## src/rtl/core/hlcfp_pkg.sv

```systemverilog
// Shared types, constants and the byte-wide CRC for the frame parser.
package hlcfp_pkg;

  // Register map
  localparam int unsigned CfgIdxW   = 2;
  localparam int unsigned CfgDataW  = 64;
  localparam logic [CfgIdxW-1:0] RegHeaderBytes  = 2'd0;
  localparam logic [CfgIdxW-1:0] RegHeaderLength = 2'd1;
  localparam logic [CfgIdxW-1:0] RegMaxPayload   = 2'd2;
  localparam logic [CfgIdxW-1:0] RegCrcEnable    = 2'd3;

  // Reset values
  localparam logic [63:0] HeaderBytesRst  = 64'd21930;
  localparam logic [3:0]  HeaderLengthRst = 4'd2;
  localparam logic [15:0] MaxPayloadRst   = 16'd256;
  localparam logic        CrcEnableRst    = 1'b1;

  // Header length limits
  localparam logic [3:0] MinHeaderBytes = 4'd2;
  localparam logic [3:0] MaxHeaderBytes = 4'd8;

  // CRC-16/CCITT-FALSE
  localparam logic [15:0] CrcInit = 16'hFFFF;
  localparam logic [15:0] CrcPoly = 16'h1021;

  // Stream widths
  localparam int unsigned InDataW  = 8;
  localparam int unsigned OutDataW = 48;

  typedef enum logic [2:0] {
    PhIdle    = 3'd0,
    PhHeader  = 3'd1,
    PhLenHi   = 3'd2,
    PhLenLo   = 3'd3,
    PhPayload = 3'd4,
    PhCrcHi   = 3'd5,
    PhCrcLo   = 3'd6
  } phase_e;

  typedef enum logic [1:0] {
    StNone = 2'd0,
    StOk   = 2'd1,
    StLong = 2'd2,
    StCrc  = 2'd3
  } status_e;

  typedef struct packed {
    logic [63:0] header_bytes;
    logic [3:0]  hdr_count;
    logic [15:0] max_payload;
    logic        crc_check_enable;
  } cfg_t;

  typedef struct packed {
    logic [15:0] length_field;
    status_e     frame_status;
    logic [15:0] payload_index;
    logic        payload_valid;
    logic [7:0]  payload_byte;
  } res_t;

  // One byte through the MSB-first CRC, eight shift steps
  function automatic logic [15:0] crc_byte(input logic [15:0] crc, input logic [7:0] data);
    logic [15:0] c;
    c = crc ^ {data, 8'h00};
    for (int k = 0; k < 8; k++) begin
      if (c[15]) begin
        c = {c[14:0], 1'b0} ^ CrcPoly;
      end else begin
        c = {c[14:0], 1'b0};
      end
    end
    return c;
  endfunction

endpackage

```

## src/rtl/core/hlcfp_cfg_regs.sv

```systemverilog
// Configuration register bank for the frame parser.
module hlcfp_cfg_regs (
  input  logic                          clk_i,
  input  logic                          rst_ni,
  input  logic                          we_i,
  input  logic [hlcfp_pkg::CfgIdxW-1:0]  index_i,
  input  logic [hlcfp_pkg::CfgDataW-1:0] wdata_i,
  output hlcfp_pkg::cfg_t               cfg_o
);
  import hlcfp_pkg::*;

  cfg_t cfg_q;

  // Register writes
  always_ff @(posedge clk_i or negedge rst_ni) begin
    if (!rst_ni) begin
      cfg_q.header_bytes     <= HeaderBytesRst;
      cfg_q.hdr_count        <= HeaderLengthRst;
      cfg_q.max_payload      <= MaxPayloadRst;
      cfg_q.crc_check_enable <= CrcEnableRst;
    end else if (we_i) begin
      unique case (index_i)
        RegHeaderBytes:  cfg_q.header_bytes     <= wdata_i;
        RegHeaderLength: cfg_q.hdr_count        <= wdata_i[3:0];
        RegMaxPayload:   cfg_q.max_payload      <= wdata_i[15:0];
        RegCrcEnable:    cfg_q.crc_check_enable <= wdata_i[0];
        default: ;
      endcase
    end
  end

  assign cfg_o = cfg_q;

endmodule

```

## src/rtl/core/hlcfp_in_stage.sv

```systemverilog
// Input register: holds one received byte until the parser takes it.
module hlcfp_in_stage (
  input  logic       clk_i,
  input  logic       rst_ni,
  input  logic       valid_i,
  output logic       ready_o,
  input  logic [7:0] byte_i,
  input  logic       take_i,
  output logic       valid_o,
  output logic [7:0] byte_o
);

  logic       valid_q, valid_d;
  logic [7:0] byte_q;

  // Free when empty or being drained this cycle
  assign ready_o = !valid_q || take_i;
  assign valid_d = (valid_i && ready_o) || (valid_q && !take_i);

  always_ff @(posedge clk_i or negedge rst_ni) begin
    if (!rst_ni) begin
      valid_q <= 1'b0;
    end else begin
      valid_q <= valid_d;
    end
  end

  always_ff @(posedge clk_i) begin
    if (valid_i && ready_o) begin
      byte_q <= byte_i;
    end
  end

  assign valid_o = valid_q;
  assign byte_o  = byte_q;

endmodule

```

## src/rtl/core/hlcfp_parser.sv

```systemverilog
// Frame parser state machine, CRC accumulator and result formation.
module hlcfp_parser (
  input  logic                clk_i,
  input  logic                rst_ni,
  input  hlcfp_pkg::cfg_t     cfg_i,
  input  logic                step_i,
  input  logic [7:0]          byte_i,
  output logic                produce_o,
  output hlcfp_pkg::res_t     res_o,
  output hlcfp_pkg::phase_e   phase_o
);
  import hlcfp_pkg::*;

  phase_e      phase_q, phase_d;
  logic [2:0]  pos_q, pos_d;
  logic [15:0] cnt_q, cnt_d;
  logic [15:0] crc_q, crc_d;
  logic [15:0] len_q, len_d;
  logic [7:0]  crc_hi_q, crc_hi_d;

  logic [3:0]  hdr_len;
  logic [7:0]  hdr_pos_byte;
  logic [7:0]  hdr_first_byte;
  logic        match_pos, match_first;
  logic [3:0]  pos_inc;
  logic        hdr_done;
  logic [15:0] crc_base, crc_new;
  logic [15:0] len_full;
  logic [15:0] cnt_inc;
  logic        last_byte;
  logic        crc_match;
  status_e     status;

  // Clamp header length to the supported range
  always_comb begin
    if (cfg_i.hdr_count < MinHeaderBytes) begin
      hdr_len = MinHeaderBytes;
    end else if (cfg_i.hdr_count > MaxHeaderBytes) begin
      hdr_len = MaxHeaderBytes;
    end else begin
      hdr_len = cfg_i.hdr_count;
    end
  end

  // Header compare
  assign hdr_pos_byte   = cfg_i.header_bytes[{pos_q, 3'b000} +: 8];
  assign hdr_first_byte = cfg_i.header_bytes[7:0];
  assign match_pos      = (byte_i == hdr_pos_byte);
  assign match_first    = (byte_i == hdr_first_byte);
  assign pos_inc        = {1'b0, pos_q} + 4'd1;
  assign hdr_done       = (pos_inc >= hdr_len);

  // CRC restarts on a fresh header start
  assign crc_base = ((phase_q == PhIdle) || ((phase_q == PhHeader) && !match_pos))
                    ? CrcInit : crc_q;
  assign crc_new  = crc_byte(crc_base, byte_i);

  // Length, payload count and CRC compare
  assign len_full  = {len_q[15:8], byte_i};
  assign cnt_inc   = cnt_q + 16'd1;
  assign last_byte = (cnt_inc >= len_q) || (cnt_inc == 16'd0);
  assign crc_match = ({crc_hi_q, byte_i} == crc_q);

  // Frame status for this byte
  always_comb begin
    status = StNone;
    unique case (phase_q)
      PhLenLo: begin
        if (len_full > cfg_i.max_payload) begin
          status = StLong;
        end else if ((len_full == 16'd0) && !cfg_i.crc_check_enable) begin
          status = StOk;
        end
      end
      PhPayload: begin
        if (last_byte && !cfg_i.crc_check_enable) begin
          status = StOk;
        end
      end
      PhCrcHi: begin
        if (!cfg_i.crc_check_enable) begin
          status = StOk;
        end
      end
      PhCrcLo: begin
        if (!cfg_i.crc_check_enable || crc_match) begin
          status = StOk;
        end else begin
          status = StCrc;
        end
      end
      default: status = StNone;
    endcase
  end

  // Next phase
  always_comb begin
    phase_d = phase_q;
    unique case (phase_q)
      PhIdle: begin
        if (match_first) begin
          phase_d = PhHeader;
        end
      end
      PhHeader: begin
        if (match_pos) begin
          if (hdr_done) begin
            phase_d = PhLenHi;
          end
        end else if (!match_first) begin
          phase_d = PhIdle;
        end
      end
      PhLenHi: phase_d = PhLenLo;
      PhLenLo: begin
        if (status != StNone) begin
          phase_d = PhIdle;
        end else if (len_full == 16'd0) begin
          phase_d = PhCrcHi;
        end else begin
          phase_d = PhPayload;
        end
      end
      PhPayload: begin
        if (last_byte) begin
          phase_d = cfg_i.crc_check_enable ? PhCrcHi : PhIdle;
        end
      end
      PhCrcHi: phase_d = cfg_i.crc_check_enable ? PhCrcLo : PhIdle;
      PhCrcLo: phase_d = PhIdle;
      default: phase_d = PhIdle;
    endcase
  end

  // Datapath register updates
  always_comb begin
    pos_d    = pos_q;
    cnt_d    = cnt_q;
    crc_d    = crc_q;
    len_d    = len_q;
    crc_hi_d = crc_hi_q;
    unique case (phase_q)
      PhIdle: begin
        if (match_first) begin
          crc_d = crc_new;
          pos_d = 3'd1;
        end
      end
      PhHeader: begin
        if (match_pos) begin
          crc_d = crc_new;
          pos_d = hdr_done ? 3'd0 : pos_inc[2:0];
        end else if (match_first) begin
          crc_d = crc_new;
          pos_d = 3'd1;
        end else begin
          pos_d = 3'd0;
        end
      end
      PhLenHi: begin
        crc_d = crc_new;
        len_d = {byte_i, 8'h00};
      end
      PhLenLo: begin
        crc_d = crc_new;
        len_d = len_full;
        cnt_d = 16'd0;
      end
      PhPayload: begin
        crc_d = crc_new;
        cnt_d = last_byte ? 16'd0 : cnt_inc;
      end
      PhCrcHi: crc_hi_d = byte_i;
      PhCrcLo: ;
      default: begin
        pos_d = 3'd0;
        cnt_d = 16'd0;
      end
    endcase
    // Every status ends the frame
    if (status != StNone) begin
      pos_d = 3'd0;
      cnt_d = 16'd0;
    end
  end

  // Result formation
  always_comb begin
    res_o.payload_valid = (phase_q == PhPayload);
    res_o.payload_byte  = res_o.payload_valid ? byte_i : 8'h00;
    res_o.payload_index = res_o.payload_valid ? cnt_q : 16'd0;
    res_o.frame_status  = status;
    if (status == StNone) begin
      res_o.length_field = 16'd0;
    end else if (phase_q == PhLenLo) begin
      res_o.length_field = len_full;
    end else begin
      res_o.length_field = len_q;
    end
  end

  assign produce_o = res_o.payload_valid || (status != StNone);
  assign phase_o   = phase_q;

  // Control state
  always_ff @(posedge clk_i or negedge rst_ni) begin
    if (!rst_ni) begin
      phase_q <= PhIdle;
      pos_q   <= 3'd0;
      cnt_q   <= 16'd0;
    end else if (step_i) begin
      phase_q <= phase_d;
      pos_q   <= pos_d;
      cnt_q   <= cnt_d;
    end
  end

  // Frame data
  always_ff @(posedge clk_i) begin
    if (step_i) begin
      crc_q    <= crc_d;
      len_q    <= len_d;
      crc_hi_q <= crc_hi_d;
    end
  end

endmodule

```

## src/rtl/core/hlcfp_out_stage.sv

```systemverilog
// Result register feeding the master-side stream.
module hlcfp_out_stage (
  input  logic             clk_i,
  input  logic             rst_ni,
  input  logic             load_i,
  input  hlcfp_pkg::res_t  res_i,
  output logic             free_o,
  output logic             valid_o,
  input  logic             ready_i,
  output hlcfp_pkg::res_t  res_o
);
  import hlcfp_pkg::*;

  logic valid_q, valid_d;
  res_t res_q;

  // Slot is free when empty or its transaction completes now
  assign free_o  = !valid_q || ready_i;
  assign valid_d = load_i || (valid_q && !ready_i);

  always_ff @(posedge clk_i or negedge rst_ni) begin
    if (!rst_ni) begin
      valid_q <= 1'b0;
    end else begin
      valid_q <= valid_d;
    end
  end

  always_ff @(posedge clk_i) begin
    if (load_i) begin
      res_q <= res_i;
    end
  end

  assign valid_o = valid_q;
  assign res_o   = res_q;

endmodule

```

## src/rtl/core/header_length_crc_frame_parser_core.sv

```systemverilog
// Path: input register, parser step and byte-wide CRC, then result register.
// Throughput: one byte per cycle while the result register is free or the byte yields no result.
// A byte that yields no result is consumed even while the result register is held by the sink.
// Reset: rst_ni, asynchronous active low, returns the parser to idle, empties both registers
// and loads the configuration reset values; s_axis_tready is high once reset is released.
module header_length_crc_frame_parser_core (
  input  logic                           clk_i,
  input  logic                           rst_ni,
  // Configuration write port
  input  logic                           cfg_we_i,
  input  logic [hlcfp_pkg::CfgIdxW-1:0]  cfg_index_i,
  input  logic [hlcfp_pkg::CfgDataW-1:0] cfg_wdata_i,
  // Received bytes
  input  logic                           s_axis_tvalid,
  output logic                           s_axis_tready,
  input  logic [hlcfp_pkg::InDataW-1:0]  s_axis_tdata,   // [7:0] rx_byte
  // Results
  output logic                           m_axis_tvalid,
  input  logic                           m_axis_tready,
  // [7:0] payload_byte, [23:8] payload_index, [25:24] frame_status,
  // [41:26] length_field, [47:42] zero
  output logic [hlcfp_pkg::OutDataW-1:0] m_axis_tdata,
  output logic                           m_axis_tuser    // payload_valid
);
  import hlcfp_pkg::*;

  cfg_t       cfg;
  logic       in_valid;
  logic [7:0] in_byte;
  logic       step;
  logic       produce;
  logic       out_free;
  res_t       res;
  res_t       res_out;
  phase_e     phase;

  hlcfp_cfg_regs u_cfg_regs (
    .clk_i   (clk_i),
    .rst_ni  (rst_ni),
    .we_i    (cfg_we_i),
    .index_i (cfg_index_i),
    .wdata_i (cfg_wdata_i),
    .cfg_o   (cfg)
  );

  hlcfp_in_stage u_in_stage (
    .clk_i   (clk_i),
    .rst_ni  (rst_ni),
    .valid_i (s_axis_tvalid),
    .ready_o (s_axis_tready),
    .byte_i  (s_axis_tdata),
    .take_i  (step),
    .valid_o (in_valid),
    .byte_o  (in_byte)
  );

  // Advance unless a result would land on an occupied result register
  assign step = in_valid && (out_free || !produce);

  hlcfp_parser u_parser (
    .clk_i     (clk_i),
    .rst_ni    (rst_ni),
    .cfg_i     (cfg),
    .step_i    (step),
    .byte_i    (in_byte),
    .produce_o (produce),
    .res_o     (res),
    .phase_o   (phase)
  );

  hlcfp_out_stage u_out_stage (
    .clk_i   (clk_i),
    .rst_ni  (rst_ni),
    .load_i  (step && produce),
    .res_i   (res),
    .free_o  (out_free),
    .valid_o (m_axis_tvalid),
    .ready_i (m_axis_tready),
    .res_o   (res_out)
  );

  // Output packing
  assign m_axis_tdata = {6'd0, res_out.length_field, res_out.frame_status,
                         res_out.payload_index, res_out.payload_byte};
  assign m_axis_tuser = res_out.payload_valid;

  // A result without payload must carry a status
  assert property (@(posedge clk_i) disable iff (!rst_ni)
    (m_axis_tvalid && !m_axis_tuser) |-> (res_out.frame_status != StNone))
    else $error("result with neither payload nor status");

  // A status ends the frame: parser is idle afterwards
  assert property (@(posedge clk_i) disable iff (!rst_ni)
    (step && (res.frame_status != StNone)) |=> (phase == PhIdle))
    else $error("parser not idle after frame status");

  // Input back-pressure only when both registers are occupied
  assert property (@(posedge clk_i) disable iff (!rst_ni)
    !s_axis_tready |-> (in_valid && m_axis_tvalid && produce))
    else $error("input stalled without a full result register");

  // A loaded payload result is presented as a valid output with tuser set
  assert property (@(posedge clk_i) disable iff (!rst_ni)
    (step && produce && res.payload_valid) |=> (m_axis_tvalid && m_axis_tuser))
    else $error("payload result lost on load");

endmodule
```

## config.mk

```make
export PLATFORM = sky130hd
export DESIGN_NAME = header_length_crc_frame_parser_core
export DESIGN_NICKNAME = d
export VERILOG_FILES = /design/src/rtl/core/hlcfp_pkg.sv /design/src/rtl/core/hlcfp_cfg_regs.sv /design/src/rtl/core/hlcfp_in_stage.sv /design/src/rtl/core/hlcfp_parser.sv /design/src/rtl/core/hlcfp_out_stage.sv /design/src/rtl/core/header_length_crc_frame_parser_core.sv
export SDC_FILE = /design/constraint.sdc
export NUM_CORES = 1
export LEC_CHECK = 0
export BUFFER_PORTS_ARGS = -buffer_cell sky130_fd_sc_hd__buf_2
export CAP_MARGIN = 10
export CORE_ASPECT_RATIO = 1.1
export CORE_MARGIN = 2
export CORE_UTILIZATION = 38
export CTS_CLUSTER_DIAMETER = 50
export CTS_CLUSTER_SIZE = 30
export DETAILED_ROUTE_END_ITERATION = 8
export HOLD_SLACK_MARGIN = 0.1
export PLACE_DENSITY = 0.62
export SETUP_SLACK_MARGIN = 0.4
export SYNTH_ARGS = -nofsm -noshare
export SYNTH_HDL_FRONTEND = slang
export SYNTH_HIERARCHICAL = 1
export SYNTH_SLANG_ARGS = --single-unit
```

## constraint.sdc

```tcl
create_clock -name clk_i -period 6.7 [get_ports clk_i]
set_input_delay 1.675 -clock clk_i [delete_from_list [all_inputs] [get_ports clk_i]]
set_output_delay 1.675 -clock clk_i [all_outputs]
set_load 0.005 [all_outputs]
```

## Word-level counts from Yosys, hierarchy flattened

Cells that the tools add are included.

| word-level totals | value |
|---|---|
| bits in registers | 200 |
| bits of input ports | 79 |
| output and inout port bits | 51 |
| logic and storage cells | 142 |

| operators by class | value |
|---|---|
| add/sub/neg operators | 2 |
| order comparisons | 5 |
| equality and inequality tests | 19 |
| shift operators | 1 |
| muxes and demuxes | 40 |
| bitwise logic cells | 10 |
| reductions and logical operators | 46 |

Operator list:

| cell | number |
|---|---|
| 13-bit two-way mux | 8 |
| 16-bit two-way mux | 5 |
| 16-bit case mux with 2 select lines | 2 |
| 64-bit by 7-bit variable part select with 8-bit output | 1 |
| 16-bit case mux with 3 select lines | 1 |
| 3-bit two-way mux | 11 |
| 16-bit zero test | 2 |
| 3-bit NOT | 8 |
| 3-bit case mux with 6 select lines | 1 |
| 16-bit by 1-bit adder with 16-bit output, second input constant | 1 |
| 16-bit equality test | 1 |
| 8-bit equality test | 2 |
| 16-bit >= comparator | 1 |
| 16-bit > comparator | 1 |
| 2-bit AND reduction | 8 |
| 16-bit bitwise XOR | 1 |
| 5-bit OR reduction | 2 |
| 3-bit equality test, second input constant | 3 |
| 1-bit logical OR | 9 |
| 3-bit case mux with 3 select lines | 1 |
| 1-bit logical AND | 8 |
| 4-bit two-way mux | 2 |
| 8-bit two-way mux | 1 |
| 2-bit case mux with 4 select lines | 1 |
| other kinds (23) | 42 |

## Logic depth before layout (Yosys ltp)

| logic depth | value |
|---|---|
| depth after elaboration | 26 |
| mapped depth | 23 |
| gate-level depth less buffers | 18 |

## Modules after synthesis

Netlist, hierarchy kept.

Modules (own cells, without submodules):

| module | times used | cells an instance | area an instance (sq um) | sequential area each (sq um) |
|---|---|---|---|---|
| hlcfp_parser | 1 | 700 | 6,140.9 | 1,751.7 |
| hlcfp_cfg_regs | 1 | 182 | 3,226.8 | 2,140.8 |
| hlcfp_out_stage | 1 | 46 | 1,338.8 | 1,316.3 |
| hlcfp_in_stage | 1 | 12 | 294.0 | 265.3 |
| header_length_crc_frame_parser_core | 1 | 10 | 67.6 | 0.0 |

## Worst setup path after synthesis

Ideal clock, no wire load.

| path | value |
|---|---|
| path type | flip-flop to output port |
| start point | register u_parser.cnt_q[0] |
| end point | output s_axis_tready |
| data arrival time | 3,379 ps |
| setup slack | 1,646 ps |
| stages on the path, launching flop included | 19 |
| path buffers | 3 |
| cells stage by stage | dfrtp_1 -> ha_1 -> clkbuf_1 -> nand4_1 -> nor4_1 -> xor2_1 -> ha_1 -> a21o_1 -> a21o_1 -> a21oi_1 -> o21ai_0 -> a31oi_1 -> a211o_1 -> and3_1 -> buf_2 -> buf_6 -> nand2_1 -> a21boi_1 -> nand2b_4 |

| between the ends | value |
|---|---|
| cells in the longest elaborated chain, start to end | 12 |
| elaborated cells on any way between the ends | 13 |
| classes of those cells | add/sub: 1; order compare: 1; mux: 2; reduce/logical: 9 |

RTL lines:

| item | RTL line | RTL |
|---|---|---|
| start, declared | hlcfp_parser.sv:16 | `logic [15:0] cnt_q, cnt_d;` |
| start signal, assigned | hlcfp_parser.sv:214 | `cnt_q <= cnt_d;` |
| 16-bit by 1-bit adder with 16-bit output * | hlcfp_parser.sv:60 | `assign cnt_inc = cnt_q + 16'd1;` |
| 16-bit >= comparator or 16-bit zero test (tied branches) | hlcfp_parser.sv:61 | `assign last_byte = (cnt_inc >= len_q) \|\| (cnt_inc == 16'd0);` |
| 1-bit logical OR * | hlcfp_parser.sv:61 |  |
| 1-bit logical AND * | hlcfp_parser.sv:76 | `if (last_byte && !cfg_i.crc_check_enable) begin` |
| 1-bit two-way mux * | hlcfp_parser.sv:76 |  |
| 2-bit case mux with 4 select lines * | hlcfp_parser.sv:67 | `unique case (phase_q)` |
| 2-bit nonzero test * | hlcfp_parser.sv:202 | `assign produce_o = res_o.payload_valid \|\| (status != StNone);` |
| 1-bit logical OR * | hlcfp_parser.sv:202 |  |
| named net produce | header_length_crc_frame_parser_core.sv:31 | `logic produce;` |
| 1-bit zero test * | header_length_crc_frame_parser_core.sv:58 | `assign step = in_valid && (out_free \|\| !produce);` |
| 1-bit logical OR * | header_length_crc_frame_parser_core.sv:58 |  |
| 1-bit logical AND * | header_length_crc_frame_parser_core.sv:58 |  |
| named net step | header_length_crc_frame_parser_core.sv:30 | `logic step;` |
| 1-bit logical OR * | hlcfp_in_stage.sv:17 | `assign ready_o = !valid_q \|\| take_i;` |
| end, declared | header_length_crc_frame_parser_core.sv:15 | `output logic s_axis_tready,` |

The timed path passes the listed nets; every way through them passes the cells marked *.

## Worst setup path after layout

| path | value |
|---|---|
| start point | register u_parser.cnt_q[2] |
| end point | output s_axis_tready |

The elaborated chain is that of the path after synthesis.

==> impl_results.md <==
* Status: complete, no violations
* CP required at 5.03 ns
* Leak at 5.46 nW
* CTS root buffer: clkbuf_16
* Critical setup path kind: flip-flop to output pin
* Post-synthesis mux area share at 13.6%
* Worst-path fanout max at 11
* Detailed-route DRC error count at 0
* Adder-cell share of the synthesized area at 4.41%
* Die area at 30500 um2
* Starting Density at 38.6%
* Clock slew at reported path FFs at 0.09 ns
* Post-route minimum period at 5.91 ns
* Fin Setup TNS at 0 ns
* Layout cell share with drive strength beyond 1 at 29.1%
* Global route overflow at 0
* Commonest non-fill, non-tap cell in the layout: buf_2
* Largest family of logic cells by synthesized area: multiplexers
* Synth Area per Inst at 11.7 um2
* Synth Instances at 950
* Slowest cell on crit path: dfrtp_1
* Port buffer count at 123
* Most frequent cells in the layout: buf_2 (122), dfrtp_1 (98), mux2_2 (93)
* Bufs on Longest Clock Path at 2
* Placed wire-length estimate at 19100 um
* Yosys top cell area share at 24.7%
* Final period util at 88.2%
* Multi-input logic area at 5020 um2
* Fin. Hold Viols at 0
* Crit. End Element: output pin
* Core Util, Final at 43.8%
* Initial DRC Count at 643
* Synthesized flop and latch total at 200
* Worst path top cell family by delay: simple AND/OR/NAND/NOR gates
* Dpl cell area at 11900 um2
* Post-synth EDFFs at 91
* Ys Warns at 6
* Total track usage at 17.7%
* Final ANT Viol Nets at 0
* Worst VDD drop at 158 uV
* Die W at 167 um
* Post-synthesis xor/xnor area fraction at 6.48%
* Buf/Inv on CP at 2
* Hold_buf cts at 0
* Core Box Area at 28700 um2
* Total vias in the final route at 7559
* Pwr Density at 362 nW/um2
* Top area cells in the synthesized netlist: edfxtp_1 (25%), dfrtp_1 (22%), mux2_2 (9.5%)
* Register area at 5470 um2
* Vias per cell at 5.28
* Largest stage delay on the critical path at 0.55 ns
* # nets final at 1167
* Num ports at 130
* RSZ-0062 raised after global routing: false
* FMAX at 169 MHz
* Final Slew Violations at 0
* Min-delay worst type: flip-flop to flip-flop
* Routed len/inst at 18.5 um
* Initial antenna violation count at 3
* Post-Syn Area at 11100 um2
* Standard-cell row count at 65
* Ys async rst share at 54.5%
* Largest net degree at the start of global routing at 68
* CP cell instances: nand3_1 > or2_2 > nor4_1 > xor2_1 > ha_1 > nand4_1 > a211oi_1 > a31oi_1 > a211o_1 > and3_1 > nand2_1 > a21boi_1 > buf_4 > nand2b_4 > buf_2
* Post-Synth Simple-Gate Area at 12.2%
* Worst Tran Pin Value at 1.16 ns
* Crit path launch type: flip-flop
* Max-cap viol count at 0
* Slew headroom at 22.3%
* Cell variety after synth at 82
* Area grow syn2layout at 13.5%
* DRT Wirelength at 26500 um
* Cts bufs inserted at 17
* Count of final setup violators at 0
* Sequential share of the synthesized area at 49.5%
* Htree depth at 4
* Iteration count of the initial detailed-routing pass at 5
* Fillers at 2706
* Post-synth top area cell: edfxtp_1
* First-pass GRT wire length at 42200 um
* Post-route cell area at 12600 um2
* Die H at 183 um
* Top FF cell, synth: dfrtp_1
* CTS sink cnt at 200
* Max Clock Skew at 0.0152 ns
* CTS tree: yes
* Clock latency on the worst-skew pair at 0.45 ns
* CP arrival at 4.24 ns
* Gpl congestion at 0.860
* Compound-Gate Fraction of Synth Area at 8.31%
* Vias in the first global route at 7541
## synthesized netlist by cell type (6+ instances only)
| cell | count |
|---|---|
| buf_4 | 8 |
| dfrtp_1 | 98 |
| nand3_1 | 19 |
| o31ai_1 | 6 |
| o21ai_0 | 23 |
| buf_2 | 8 |
| nand2_1 | 60 |
| inv_1 | 55 |
| a22o_1 | 8 |
| mux4_2 | 10 |
| and3_1 | 29 |
| a21o_1 | 16 |
| dfstp_2 | 11 |
| mux2_2 | 93 |
| ha_1 | 39 |
| nand4_1 | 17 |
| nor3_1 | 20 |
| nor2b_1 | 16 |
| buf_6 | 11 |
| xor2_1 | 34 |
| nor2_1 | 42 |
| clkbuf_1 | 32 |
| nor4_1 | 19 |
| mux2i_1 | 16 |
| xnor2_1 | 46 |
| buf_1 | 7 |
| edfxtp_1 | 91 |
| a211oi_1 | 6 |
| a21oi_1 | 27 |
## layer usage
metal	vias to the layer above	share of wire, %	track usage (%)
li1	3616	-	-
met1	3702	45	23.2
met2	199	47	29.0
met3	40	6.1	4.47
met4	2	2.2	5.76
met5	-	0.041	0
## timing repair
action	in CTS	in global routing
endpoints found under the setup margin	0	1
resized for setup	0	1
hold endpoints to repair	0	0
buffers inserted	0	0
## report_power, final
| group | switching, W | internal (W) | total (W) | leakage (nW) |
|---|---|---|---|---|
| sequential | 0.000229 | 0.00163 | 0.00186 | 2.17 |
| combinational | 0.000891 | 0.000696 | 0.00159 | 2.99 |
| clock | 0.000573 | 0.000527 | 0.00110 | 0.305 |
## kinds of logic (layout without fill, tap and decap cells)
family / Yosys count / in the layout
muxes: 125 / 125
and+or+nand+nor: 253 / 253
DFF: 200 / 200
xor gates and xnor gates: 81 / 81
other: 1 / 8
AOI/OAI and AO/OA: 127 / 127
buffers and inverters: 124 / 231
adders and majority gates: 39 / 39
## stage by stage
step	total power [W]	hold WS, ns	setup slack [ns]	instances
after global placement	0.00343	0.466	1.18	1398
after detailed placement	0.00347	0.474	1.14	1398
after floorplan	0.00304	0.424	1.65	955
after CTS	0.00458	0.496	0.639	1430
after global routing	0.00484	0.523	0.418	1430
final	0.00455	0.491	0.788	1432
## area by class of cell
cell class | instances | area share, %
Clock buffer | 17 | 3.39
Sequential cell | 200 | 43.6
Inverter | 56 | 1.67
Antenna cell | 2 | 0.0398
Clock inverter | 15 | 1.58
Multi-Input combinational cell | 631 | 40.0
Timing Repair Buffer | 143 | 6.11
Tap cell | 368 | 3.66
## registers in the layout (all words and copies together) (netlist names)
| name | count |
|---|---|
| u_in_stage/valid_o | 1 |
| u_cfg_regs/cfg_o | 85 |
| u_parser/len_q | 16 |
| u_parser/crc_q | 16 |
| u_parser/crc_hi_q | 8 |
| u_parser/cnt_q | 16 |
| u_parser/phase_o | 3 |
| u_out_stage/valid_o | 1 |
| u_parser/pos_q | 3 |
| u_out_stage/res_o | 43 |
| u_in_stage/byte_o | 8 |
## path summary, 6_finish.rpt
path | startpoint | to | slack [ns] | depth (start not counted)
setup reg to reg | u_parser/cnt_q[0] | u_parser/cnt_q[2] | 1.71 | 18
hold / removal | u_cfg_regs/cfg_o[83] | u_cfg_regs/cfg_o[83] | 0.49 | 1
hold reg to reg | u_cfg_regs/cfg_o[83] | u_cfg_regs/cfg_o[83] | 0.49 | 1
max in group asynchronous | rst_ni | u_cfg_regs/cfg_o[31] | 4.22 | 2
setup / recovery | u_parser/cnt_q[2] | s_axis_tready | 0.79 | 15
min in group asynchronous | rst_ni | u_parser/cnt_q[14] | 1.35 | 1
Note: power is estimated with default switching activity, not from simulation.
